$ cat src/rtl/ittd_pkg.sv
// ----------------------------------------------------------------------------
// ittd_pkg
// Shared types and constants for the signed 64-bit to decimal text converter.
// ----------------------------------------------------------------------------
package ittd_pkg;

  // 2^63 has 19 decimal digits, so 19 bcd cells hold any magnitude
  localparam int NUM_DIGITS = 19;
  localparam int MAG_W      = 64;
  localparam int LEN_W      = 5;

  localparam logic [7:0] CHAR_ZERO  = 8'h30;
  localparam logic [7:0] CHAR_MINUS = 8'h2D;
  localparam logic [7:0] CHAR_NONE  = 8'h00;

  localparam logic ST_OK        = 1'b0;
  localparam logic ST_TOO_SMALL = 1'b1;

  typedef struct packed {
    logic signed [63:0] value;
    logic [7:0]         buffer_size;
  } in_beat_t;

  typedef struct packed {
    logic [7:0]       character;
    logic [LEN_W-1:0] text_length;
    logic             status;
    logic             last;
  } out_beat_t;

  // control shared by every cell of the chain
  typedef struct packed {
    logic clear;
    logic shift;
  } cell_ctl_t;

endpackage

$ cat src/rtl/int64_to_decimal_text.sv
// an item is converted by shifting its magnitude msb first through the bcd cell chain,
// then a length step sets the text length and the text goes out one beat per cycle
// while out_ready does not stall; a too small buffer gives a single error beat instead
// one item at a time; the next item is taken while the final beat waits in the output register
// reset (rst_n low, synchronous) returns the sequencer to idle and drops out_valid
// ----------------------------------------------------------------------------
// int64_to_decimal_text
// Signed 64-bit integer to decimal ascii text, most significant character first.
// ----------------------------------------------------------------------------
module int64_to_decimal_text (
  input  logic                clk,
  input  logic                rst_n,
  input  logic                in_valid,
  output logic                in_ready,
  input  ittd_pkg::in_beat_t  in_data,
  output logic                out_valid,
  input  logic                out_ready,
  output ittd_pkg::out_beat_t out_data
);

  typedef enum logic [1:0] {
    S_IDLE,
    S_CONV,
    S_LEN,
    S_EMIT
  } state_t;

  localparam int ND = ittd_pkg::NUM_DIGITS;
  localparam int LW = ittd_pkg::LEN_W;

  state_t                      state_r;
  logic [ittd_pkg::MAG_W-1:0]  mag_r;
  logic [5:0]                  bit_cnt_r;
  logic                        neg_r;
  logic [7:0]                  size_r;
  logic [LW-1:0]               len_r;
  logic [LW-1:0]               pos_r;
  logic                        out_valid_r;
  ittd_pkg::out_beat_t         out_r;

  ittd_pkg::cell_ctl_t         cell_ctl;
  logic [ND:0]                 carry;
  logic [3:0]                  digits [ND];

  logic                        in_fire;
  logic                        out_free;
  logic [LW-1:0]               ndig;
  logic [LW-1:0]               dig_idx;
  logic [3:0]                  sel_digit;
  logic                        too_small;
  logic                        is_last;
  logic [7:0]                  emit_char;

  assign in_ready = (state_r == S_IDLE);
  assign in_fire  = in_valid && in_ready;
  assign out_free = !out_valid_r || out_ready;

  // cell chain control: clear on a new item, shift during conversion
  assign cell_ctl.clear = in_fire;
  assign cell_ctl.shift = (state_r == S_CONV);

  // magnitude enters the chain msb first at cell 0
  assign carry[0] = mag_r[ittd_pkg::MAG_W-1];

  for (genvar g = 0; g < ND; g++) begin : g_cell
    ittd_digit_cell u_cell (
      .clk      (clk),
      .ctl      (cell_ctl),
      .shift_in (carry[g]),
      .shift_out(carry[g+1]),
      .digit    (digits[g])
    );
  end

  // significant digit count: highest nonzero cell, at least one digit for zero
  always_comb begin
    ndig = LW'(1);
    for (int i = 0; i < ND; i++) begin
      if (digits[i] != 4'd0) begin
        ndig = LW'(i + 1);
      end
    end
  end

  // text position pos maps to digit len-1-pos counted from the least significant
  assign dig_idx = len_r - LW'(1) - pos_r;

  always_comb begin
    sel_digit = 4'd0;
    if (dig_idx < LW'(ND)) begin
      sel_digit = digits[dig_idx];
    end
  end

  // text plus terminator must fit the buffer
  assign too_small = (size_r <= {3'b000, len_r});
  assign is_last   = (pos_r == (len_r - LW'(1)));

  always_comb begin
    if (neg_r && (pos_r == '0)) begin
      emit_char = ittd_pkg::CHAR_MINUS;
    end else begin
      emit_char = ittd_pkg::CHAR_ZERO + {4'd0, sel_digit};
    end
  end

  always_ff @(posedge clk) begin
    if (!rst_n) begin
      state_r     <= S_IDLE;
      out_valid_r <= 1'b0;
    end else begin
      // in the emit state the output register is handled below
      if (out_valid_r && out_ready && (state_r != S_EMIT)) begin
        out_valid_r <= 1'b0;
      end
      case (state_r)
        S_IDLE: begin
          if (in_fire) begin
            // two's complement magnitude; the most negative value maps to 2^63
            mag_r     <= in_data.value[63] ? (~in_data.value + 64'd1) : in_data.value;
            neg_r     <= in_data.value[63];
            size_r    <= in_data.buffer_size;
            bit_cnt_r <= 6'd63;
            state_r   <= S_CONV;
          end
        end
        S_CONV: begin
          mag_r     <= {mag_r[ittd_pkg::MAG_W-2:0], 1'b0};
          bit_cnt_r <= bit_cnt_r - 6'd1;
          if (bit_cnt_r == 6'd0) begin
            state_r <= S_LEN;
          end
        end
        S_LEN: begin
          len_r   <= ndig + LW'(neg_r);
          pos_r   <= '0;
          state_r <= S_EMIT;
        end
        S_EMIT: begin
          if (out_free) begin
            out_valid_r <= 1'b1;
            if (too_small) begin
              // single error beat in place of the text
              out_r.character   <= ittd_pkg::CHAR_NONE;
              out_r.text_length <= '0;
              out_r.status      <= ittd_pkg::ST_TOO_SMALL;
              out_r.last        <= 1'b1;
              state_r           <= S_IDLE;
            end else begin
              out_r.character   <= emit_char;
              out_r.text_length <= len_r;
              out_r.status      <= ittd_pkg::ST_OK;
              out_r.last        <= is_last;
              pos_r             <= pos_r + LW'(1);
              if (is_last) begin
                state_r <= S_IDLE;
              end
            end
          end
        end
        default: begin
          state_r <= S_IDLE;
        end
      endcase
    end
  end

  assign out_valid = out_valid_r;
  assign out_data  = out_r;

  // the top cell never overflows since every magnitude is below 10^19
  a_no_overflow: assert property (@(posedge clk) disable iff (!rst_n)
    (state_r == S_CONV) |-> !carry[ND])
    else $error("bcd chain overflow");

  // an error beat always closes its item
  a_err_last: assert property (@(posedge clk) disable iff (!rst_n)
    (out_valid_r && (out_r.status == ittd_pkg::ST_TOO_SMALL)) |-> out_r.last)
    else $error("error beat without last");

  // text beats carry a digit or minus and a length within range
  a_ok_char: assert property (@(posedge clk) disable iff (!rst_n)
    (out_valid_r && (out_r.status == ittd_pkg::ST_OK)) |->
      ((out_r.character == ittd_pkg::CHAR_MINUS) ||
       ((out_r.character >= ittd_pkg::CHAR_ZERO) &&
        (out_r.character <= (ittd_pkg::CHAR_ZERO + 8'd9)))) &&
      (out_r.text_length != '0) && (out_r.text_length <= LW'(ND + 1)))
    else $error("bad text beat");

  // a new beat is only loaded into a free output register
  a_no_overwrite: assert property (@(posedge clk) disable iff (!rst_n)
    (out_valid_r && !out_ready) |=> ($stable(out_r) && out_valid_r))
    else $error("pending beat overwritten");

  // conversion always runs into the length step after the final shift
  a_conv_end: assert property (@(posedge clk) disable iff (!rst_n)
    ((state_r == S_CONV) && (bit_cnt_r == 6'd0)) |=> (state_r == S_LEN))
    else $error("conversion did not end");

endmodule

$ cat src/rtl/ittd_digit_cell.sv
// ----------------------------------------------------------------------------
// ittd_digit_cell
// One bcd digit of the shift-and-add-3 chain.
// ----------------------------------------------------------------------------
module ittd_digit_cell (
  input  logic                  clk,
  input  ittd_pkg::cell_ctl_t   ctl,
  input  logic                  shift_in,
  output logic                  shift_out,
  output logic [3:0]            digit
);

  logic [3:0] digit_r;
  logic [3:0] digit_nxt;
  logic [3:0] adj;

  // add 3 when the digit would reach ten or more after doubling
  always_comb begin
    adj = (digit_r >= 4'd5) ? (digit_r + 4'd3) : digit_r;
  end

  assign shift_out = adj[3];

  always_comb begin
    digit_nxt = digit_r;
    if (ctl.clear) begin
      digit_nxt = 4'd0;
    end else if (ctl.shift) begin
      digit_nxt = {adj[2:0], shift_in};
    end
  end

  always_ff @(posedge clk) begin
    digit_r <= digit_nxt;
  end

  assign digit = digit_r;

endmodule
$ cat config.mk
export PLATFORM = sky130hd
export DESIGN_NAME = int64_to_decimal_text
export DESIGN_NICKNAME = d
export VERILOG_FILES = /design/src/rtl/ittd_pkg.sv /design/src/rtl/int64_to_decimal_text.sv /design/src/rtl/ittd_digit_cell.sv
export SDC_FILE = /design/constraint.sdc
export NUM_CORES = 1
export LEC_CHECK = 0
export ABC_CLOCK_PERIOD_IN_PS = 8400
export BUFFER_PORTS_ARGS = -buffer_cell sky130_fd_sc_hd__buf_2
export CORE_MARGIN = 4
export CORE_UTILIZATION = 50
export CTS_BUF_LIST = sky130_fd_sc_hd__clkbuf_4 sky130_fd_sc_hd__clkbuf_8 sky130_fd_sc_hd__clkbuf_16
export DETAILED_ROUTE_END_ITERATION = 6
export GPL_ROUTABILITY_DRIVEN = 0
export PLACE_DENSITY = 0.68
export SLEW_MARGIN = 20
export SYNTH_ARGS = -nofsm -noshare
export SYNTH_HDL_FRONTEND = slang
export SYNTH_SLANG_ARGS = --single-unit
$ cat constraint.sdc
create_clock -name clk -period 8.4 [get_ports clk]
set_input_delay 1.26 -clock clk [delete_from_list [all_inputs] [get_ports clk]]
set_output_delay 1.26 -clock clk [all_outputs]
set_load 0.005 [all_outputs]
# ---- After elaboration in Yosys (flattened, before gate mapping)
# Index checks and enable logic that the tools add are counted.
# Widths: inputs -> output; s select.
dict set report classes {
  add_sub_neg 26
  order_cmp 22
  n_mux 60
  reduce_logical 36
  eq_ne 10
  bitwise 2
}
# op count
set op_table {}
lappend op_table {{$mux 64} 2}
lappend op_table {{$pmux 64 s2} 1}
lappend op_table {{$mux 5} 19}
lappend op_table {{$mux 4} 21}
lappend op_table {{$ge 4x3->1 const B} 19}
lappend op_table {{$add 4x2->4 const B} 18}
lappend op_table {{$reduce_bool 4->1} 18}
lappend op_table {{$add 64x1->64 const B} 1}
lappend op_table {{$not 64->64} 1}
lappend op_table {{$bmux 4 s5} 1}
lappend op_table {{$mux 2} 7}
lappend op_table {{$mux 6} 2}
lappend op_table {{$pmux 6 s2} 1}
lappend op_table {{$pmux 5 s2} 1}
lappend op_table {{$reduce_and 3->1} 3}
lappend op_table {{$le 8x5->1} 1}
lappend op_table {{$pmux 2 s4} 1}
lappend op_table {{$reduce_and 4->1} 2}
lappend op_table {{$add 6x4->7 const A} 1}
lappend op_table {{$ge 6x6->1 const B} 1}
lappend op_table {{$logic_not 6->1} 1}
lappend op_table {{$ne 2x2->1 const B} 3}
lappend op_table {{$not 5->6} 1}
lappend op_table {{$sub 6x1->6 const B} 1}
lappend op_table {{other kinds (21)} 29}
dict set report totals {
  out_inout_bits 17
  reg_bits 182
  inputBits 76
  elab_cells 188
}

# ---- Logic depth before layout (Yosys ltp)
# Gate-level depths: netlist of run 1.
dict set report depth {
  word_depth 20
  ltp_mapped 12
  depth_no_buf 12
}

# ---- Hierarchy
# Synthesis of run 1 repeated with hierarchy kept, for this count alone.
dict set report unflattened {
  cells_unflattened 1265
  area_unflattened_um2 11979.0
}
# mod seq_area_each_um2 instances area_per_inst_um2 cells_each
set modules_own_cells {}
lappend modules_own_cells {int64_to_decimal_text 3123.0 1 7034.2 676}
lappend modules_own_cells {ittd_digit_cell 80.1 19 260.2 31}

# ---- Worst setup path after synthesis of run 1
# Ideal clock, no wire load.
dict set report synth_path {
  path_kind {input -> register}
  start {input port in_valid}
  end {register bit_cnt_r[0], enable pin}
  setup_slack_ns 4.501
  t_arrival_ns 3.466
  cell_stages 4
  path_cell_list {and2_1 clkbuf_1 clkbuf_1 o21a_1}
}
dict set report synth_via {
  elab_chain_len 3
}
# item line
set synth_lines {}
lappend synth_lines {{start, declared} int64_to_decimal_text.sv:13} ;# input logic in_valid,
lappend synth_lines {{$logic_and 1x1->1} int64_to_decimal_text.sv:55} ;# assign in_fire = in_valid && in_ready;
lappend synth_lines {{$ne 2x1->1 (no source line)} -}
lappend synth_lines {{$reduce_and 3->1 (no source line)} -}
lappend synth_lines {{end signal, assigned} int64_to_decimal_text.sv:129} ;# bit_cnt_r <= bit_cnt_r - 6'd1;
lappend synth_lines {{end, declared} int64_to_decimal_text.sv:33} ;# logic [5:0] bit_cnt_r;
# Every way passes these cells.
# A chain may end at the register's enable or synchronous reset.

# ---- Worst setup path after layout of run 1
dict set report layout_path {
  start {register len_r[0]}
  end {register out_r, in the netlist out_data[8] (data pin)}
}
dict set report layout_via {
  elab_chain_len 8
  word_cells_on_any_way 11
}
# item line
set layout_lines {}
lappend layout_lines {{start, declared} int64_to_decimal_text.sv:36} ;# logic [LW-1:0] len_r;
lappend layout_lines {{start signal, assigned} int64_to_decimal_text.sv:135} ;# len_r <= ndig + LW'(neg_r);
lappend layout_lines {{$sub 5x1->5} int64_to_decimal_text.sv:86} ;# assign dig_idx = len_r - LW'(1) - pos_r;
lappend layout_lines {{$sub 5x5->5} int64_to_decimal_text.sv:86}
lappend layout_lines {{$not 5->6 (implied by the code)} int64_to_decimal_text.sv:91} ;# sel_digit = digits[dig_idx];
lappend layout_lines {{$bmux 4 s5} int64_to_decimal_text.sv:91}
lappend layout_lines {{$mux 4 (implied by the code) (2 in a row)} int64_to_decimal_text.sv:91}
lappend layout_lines {{$mux 4} int64_to_decimal_text.sv:90} ;# if (dig_idx < LW'(ND)) begin
lappend layout_lines {{$add 6x4->7} int64_to_decimal_text.sv:103} ;# emit_char = ittd_pkg::CHAR_ZERO + {4'd0, sel_digit};
lappend layout_lines {{end, declared} int64_to_decimal_text.sv:39} ;# ittd_pkg::out_beat_t out_r;
# Several ways; a longest one is shown, not always the timed one. The select of a mux whose other input is x is not followed.

==> results of run 1 <==
-- worst reg2reg max path: cells and delay by family (launching register included) --
kind,cells,cell delay (ns)
AOI/OAI and AO/OA,2,0.60
xor gates and xnor gates,1,0.83
adders and majority gates,2,0.78
buffers and inverters,1,0.08
DFF,1,0.43
and+or+nand+nor,1,0.57
-- power breakdown --
part	leakage (nW)	internal [mW]	switching (mW)
sequential	1.57	1.11	0.0497
combinational	2.83	0.283	0.522
clock	0.272	0.391	0.371
total	4.67	1.78	0.942
-- sequential cells by signal (all words and copies together), names as in the netlist --
name                 flops
pos_r                    5
len_r                    5
size_r                   8
g_cell.u_cell.digit     76
neg_r                    1
mag_r                   64
out_data                13
bit_cnt_r                6
state_r                  2
out_valid                1
-- cells by family (layout without fill, tap and decap cells) --
logic type      Yosys count  count (layout)  synth area share
other cells               1               2          0.000329
flops                   181             181             0.408
mux                      65              65            0.0767
buf+inv                 120             188            0.0408
compound gates          277             277             0.143
xor+xnor                113             113            0.0868
simple gates            396             396             0.170
fa+ha+maj                68              68            0.0753
-- placed cells by master (no fill, tap or decap), types with 4 or more instances in the layout --
cell and instances:
dfxtp_1 79, o41ai_2 6, nor3_1 24, nand2b_1 25, nor2b_1 6, o21ai_0 123
o31ai_2 6, xnor2_1 41, or3_1 10, clkbuf_16 17, nand3_1 32, and2_1 8
mux2i_1 33, edfxtp_1 102, a211oi_1 4, ha_1 66, or4_1 11, buf_4 7
nand2_1 132, buf_2 90, mux2_2 15, and3_1 4, mux4_2 16, o21ai_1 4
inv_6 7, nor3b_1 6, xor2_1 72, a22oi_1 4, o41ai_1 4, inv_1 59
o31ai_1 22, nor2_1 106, a21oi_1 89, or3b_2 5
-- synthesized netlist by cell type (9+ instances only) --
library cell	n
nand2_1	132
o21ai_0	123
nor2_1	106
edfxtp_1	102
a21oi_1	89
dfxtp_1	79
xor2_1	72
ha_1	67
inv_1	59
clkbuf_1	52
xnor2_1	41
mux2i_1	33
nand3_1	32
nand2b_1	25
nor3_1	24
o31ai_1	22
mux4_2	16
mux2_2	15
or4_1	11
or3_1	10
and2_1	9
-- stage by stage --
stage | worst slack (ns) | hold slack (ns)
CTS | 4.92 | 0.494
finish | 4.93 | 0.495
floorplan | 4.50 | 0.455
detailed placement | 4.49 | 0.482
global placement | 4.55 | 0.463
global route | 4.76 | 0.528
-- path summary, 6_finish.rpt --
check	start	endpoint	slack (ns)	depth (start not counted)
hold / removal	g_cell[18].u_cell.digit[3]	g_cell[18].u_cell.digit[3]	0.50	2
setup / recovery	len_r[0]	out_data[8]	4.93	7
setup reg to reg	len_r[0]	out_data[8]	4.93	7
hold reg to reg	g_cell[18].u_cell.digit[3]	g_cell[18].u_cell.digit[3]	0.50	2
-- cell type report --
class | instances | area (µm²)
Fill cell | 1977 | 9500
Multi-Input combinational cell | 921 | 6320
Sequential cell | 181 | 4640
Timing Repair Buffer | 97 | 503
Clock buffer | 17 | 425
Tap cell | 280 | 350
Inverter | 60 | 225
Clock inverter | 14 | 129
-- layer usage --
metal,wire [µm],part of all wire,GRT usage
met4,263,0.011,0.0394
met3,963,0.041,0.0357
met1,11500,0.49,0.261
met5,0,0,0
met2,10900,0.46,0.304
==> results.py, run 1 <==
metrics = {
    "outcome": {
        "status": "finished, final reports clean",
    },
    "setup_path": {
        "critPathMaxFanout": 9,
        "path_cells": "inv_1 > ha_1 > fa_1 > xor2_1 > o21ai_0 > or4_1 > a21boi_0",
        "criticalPathCategory": "reg2reg",
        "path_buf_inv": 1,
        "start_kind": "flop",
        "cp_top_family": "XOR/XNOR gates",
        "required_ns": 8.65,
        "cp.arrival_ns": 3.72,
        "cpMaxStageDelayCell": "xor2_1",
        "end_kind": "flop",
        "slowest_delay_ns": 0.83,
    },
    "sta": {
        "fin_skew_ns": 0.0117,
        "slew_headroom": 0.298,
        "tns_ns": 0,
        "finalCriticalPeriod_ns": 3.47,
        "finalSetupViolCount": 0,
        "clock.fmax_mhz": 288,
        "fin_crit_sh": 0.413,
        "finalMaxSlewViolations": 0,
        "tightest_slew_ns": 1.05,
        "finalHoldViolCount": 0,
        "rsz0062_at_grt": "false",
    },
    "drt": {
        "post_drt_via_cell_ratio": 5.57,
        "ant_nets": 0,
        "via_count": 8745,
        "route.detailed.drc": 0,
        "detail_route.wl_per_cell_um": 15.1,
        "routed_wl_mm": 23.7,
        "dr.pass1.iters": 6,
        "drt_iter0_drc": 533,
    },
    "floorplan": {
        "rows": 54,
        "die_h_um": 159,
        "initial_core_util": 0.516,
        "core_area_um2": 22100,
        "design.die.area_um2": 25300,
        "die_w_um": 159,
        "ios": 93,
    },
    "worst_hold_path": {
        "hp-class": "reg2reg",
    },
    "synth": {
        "yosysTopAreaCell": "edfxtp_1",
        "synth_edf_count": 102,
        "synth_top_flop_cell": "edfxtp_1",
        "synth.top_cell.area_share": 0.269,
        "ys_ff_latch": 181,
        "ys_types": 60,
        "ys_top_cells_by_area": "edfxtp_1, dfxtp_1, ha_1",
        "synthCells": 1221,
        "yosys_warnings": 0,
        "syn_area_um2": 11400,
        "async_reset_ff_frac": 0,
        "syn_avg_cell_area_um2": 9.33,
        "yosysSeqAreaShare": 0.408,
    },
    "clock_network": {
        "clkSinkCount": 181,
        "worstSkewPairLatency_ns": 0.44,
        "ctsLongestPathBuffers": 2,
        "htreeDepth": 4,
        "hold_buffers": 0,
        "cts-root-buf": "clkbuf_16",
        "cts_tree": "done",
        "clk_pin_slew_ns": 0.07,
        "cts_resized": 0,
        "cts_setup_buffers": 0,
        "numCtsBuffers": 17,
    },
    "cells_and_area": {
        "final_nets": 1422,
        "final_cells": 1570,
        "antenna_cells": 0,
        "area_delta_synth_final_pct": 10.5,
        "post-route-util": 0.570,
        "drive_above_1_share": 0.152,
        "finalInstanceArea_um2": 12600,
    },
    "pwr": {
        "p_total_mw": 2.73,
        "pwr_density_cell_nw_per_um2": 216,
        "power.leakage_nw": 4.67,
        "ir_worst_vdd_mv": 0.132,
    },
    "grt": {
        "grt_use_total": 0.187,
        "overflow": 0,
        "grt_pass1_wl_mm": 40.1,
        "grt_max_degree": 90,
        "antenna_found_initial": 0,
        "grt_pass1_vias": 8257,
    },
    "placed_design": {
        "port_buffers": 90,
        "dp.cells": 1539,
        "hpwl_mm": 16.4,
        "place_area_um2": 12000,
    },
    "run": {
        "cap_violations": 0,
    },
}
(Power assumes the default switching activity.)
==> run 2, diff against run 1 <==
- ABC_CLOCK_PERIOD_IN_PS: 8400 -> 3500
- clock period: 8.4 -> 3.5 ns (I/O delays scaled with it)
==> run 2 against run 1 <==
Power increased by 150%. Critical path depth stayed put. Register-to-register slack worse by 4.6 ns. Clock skew is 0.00072 ns higher. Count of clock-buffer cells in the layout stayed put. First-iteration DRC count up 0.94%. Non-clock buffer count increased by 9. Routed wire length increased by 4.9%. Clock power is 150% higher. Utilization rose by 0.53 points. Die area unchanged.
==> results.py, run 2 (same netlist as run 1, synthesis figures left out) <==
metrics = {
    "setup_path": {
        "cp.arrival_ns": 3.41,
        "cpMaxStageDelayCell": "fa_1",
        "slowest_delay_ns": 0.96,
        "critPathMaxFanout": 14,
        "end_kind": "flop",
        "start_kind": "flop",
        "path_cells": "inv_1 > ha_1 > fa_1 > nor2b_1 > a22oi_1 > or4_1 > a21boi_0",
        "required_ns": 3.77,
        "path_buf_inv": 1,
        "cp_top_family": "adder cells",
        "criticalPathCategory": "reg2reg",
    },
    "drt": {
        "ant_nets": 0,
        "post_drt_via_cell_ratio": 5.56,
        "detail_route.wl_per_cell_um": 15.7,
        "route.detailed.drc": 0,
        "dr.pass1.iters": 5,
        "routed_wl_mm": 24.8,
        "via_count": 8784,
        "drt_iter0_drc": 538,
    },
    "run": {
        "cap_violations": 0,
    },
    "sta": {
        "tns_ns": 0,
        "tightest_slew_ns": 0.864,
        "finalHoldViolCount": 0,
        "finalSetupViolCount": 0,
        "finalMaxSlewViolations": 0,
        "fin_crit_sh": 0.895,
        "fin_skew_ns": 0.0124,
        "clock.fmax_mhz": 319,
        "finalCriticalPeriod_ns": 3.13,
        "slew_headroom": 0.419,
        "rsz0062_at_grt": "false",
    },
    "clock_network": {
        "ctsLongestPathBuffers": 2,
        "clk_pin_slew_ns": 0.08,
        "cts-root-buf": "clkbuf_16",
        "htreeDepth": 4,
        "clkSinkCount": 181,
        "cts_setup_buffers": 0,
        "cts_tree": "done",
        "cts_resized": 0,
        "worstSkewPairLatency_ns": 0.44,
        "hold_buffers": 0,
        "numCtsBuffers": 17,
    },
    "outcome": {
        "status": "finished, final reports clean",
    },
    "pwr": {
        "pwr_density_cell_nw_per_um2": 526,
        "ir_worst_vdd_mv": 0.601,
        "power.leakage_nw": 4.73,
    },
    "grt": {
        "grt_max_degree": 168,
        "grt_pass1_vias": 8145,
        "overflow": 0,
        "grt_use_total": 0.194,
        "antenna_found_initial": 0,
        "grt_pass1_wl_mm": 41.3,
    },
    "worst_hold_path": {
        "hp-class": "in2reg",
    },
    "cells_and_area": {
        "post-route-util": 0.575,
        "area_delta_synth_final_pct": 11.5,
        "final_cell_mix": "nand2_1, o21ai_0, nor2_1, edfxtp_1, buf_2",
        "drive_above_1_share": 0.158,
        "largest_reg_flops": 76,
        "layout_commonest_cell": "nand2_1",
        "final_nets": 1431,
    },
    "floorplan": {
        "die_h_um": 159,
        "design.die.area_um2": 25300,
        "initial_core_util": 0.516,
        "ios": 93,
        "die_w_um": 159,
        "rows": 54,
        "core_area_um2": 22100,
    },
    "placed_design": {
        "port_buffers": 90,
        "hpwl_mm": 17.7,
    },
}
[run 2: changes by cell type in the layout (fill, tap and decap cells not counted), sizes merged]
cell,previous run,this run
buf,97,106
clkinv,3,2
clkinvlp,1,2
diode,0,1
inv,70,71
[run 2: worst reg2reg max path: stages (launching register included)]
cell and delay (ns):
edfxtp_1 0.40, inv_1 0.08, ha_1 0.33, fa_1 0.96, nor2b_1 0.36, a22oi_1 0.17
or4_1 0.53, a21boi_0 0.16
[run 2: final timing paths]
path,from,to,slack [ns],depth (start not counted)
setup reg to reg,len_r[0],out_data[8],0.37,7
setup / recovery,len_r[0],out_data[8],0.37,7
hold reg to reg,g_cell[18].u_cell.digit[3],g_cell[18].u_cell.digit[3],0.50,2
hold / removal,in_data[7],size_r[7],0.26,1
[run 2: metal layers]
layer	wire length, µm	track usage
met1	12000	0.281
met3	1200	0.0337
met5	0	0
met2	11500	0.309
met4	142	0.0387
[run 2: layout make-up]
cell class,count,area [µm²]
well taps,280,350
repair buffers,106,596
clock buffers,17,425
inverters,60,225
fillers,1944,9380
multi-input cells,921,6320
flip-flops and latches,181,4640
clock inverters,15,150
diodes,1,2.50
[run 2: where the power goes]
part	internal [mW]	leakage, nW	total (mW)	switching (mW)
sequential	2.66	1.57	2.78	0.124
combinational	0.729	2.88	2.01	1.28
clock	0.957	0.281	1.89	0.937
[run 2: metrics by stage]
step	hold WS, ns	setup WS (ns)	total power, mW	instance area, µm²	std cells
final	0.265	0.368	6.68	12700	1581
after floorplan	0.455	0.148	4.28	11400	1222
after global routing	0.248	0.178	7.07	12700	1580
after detailed placement	0.488	0.376	4.84	12100	1548
after CTS	0.250	0.346	6.74	12700	1580
after global placement	0.475	0.414	4.80	12100	1548
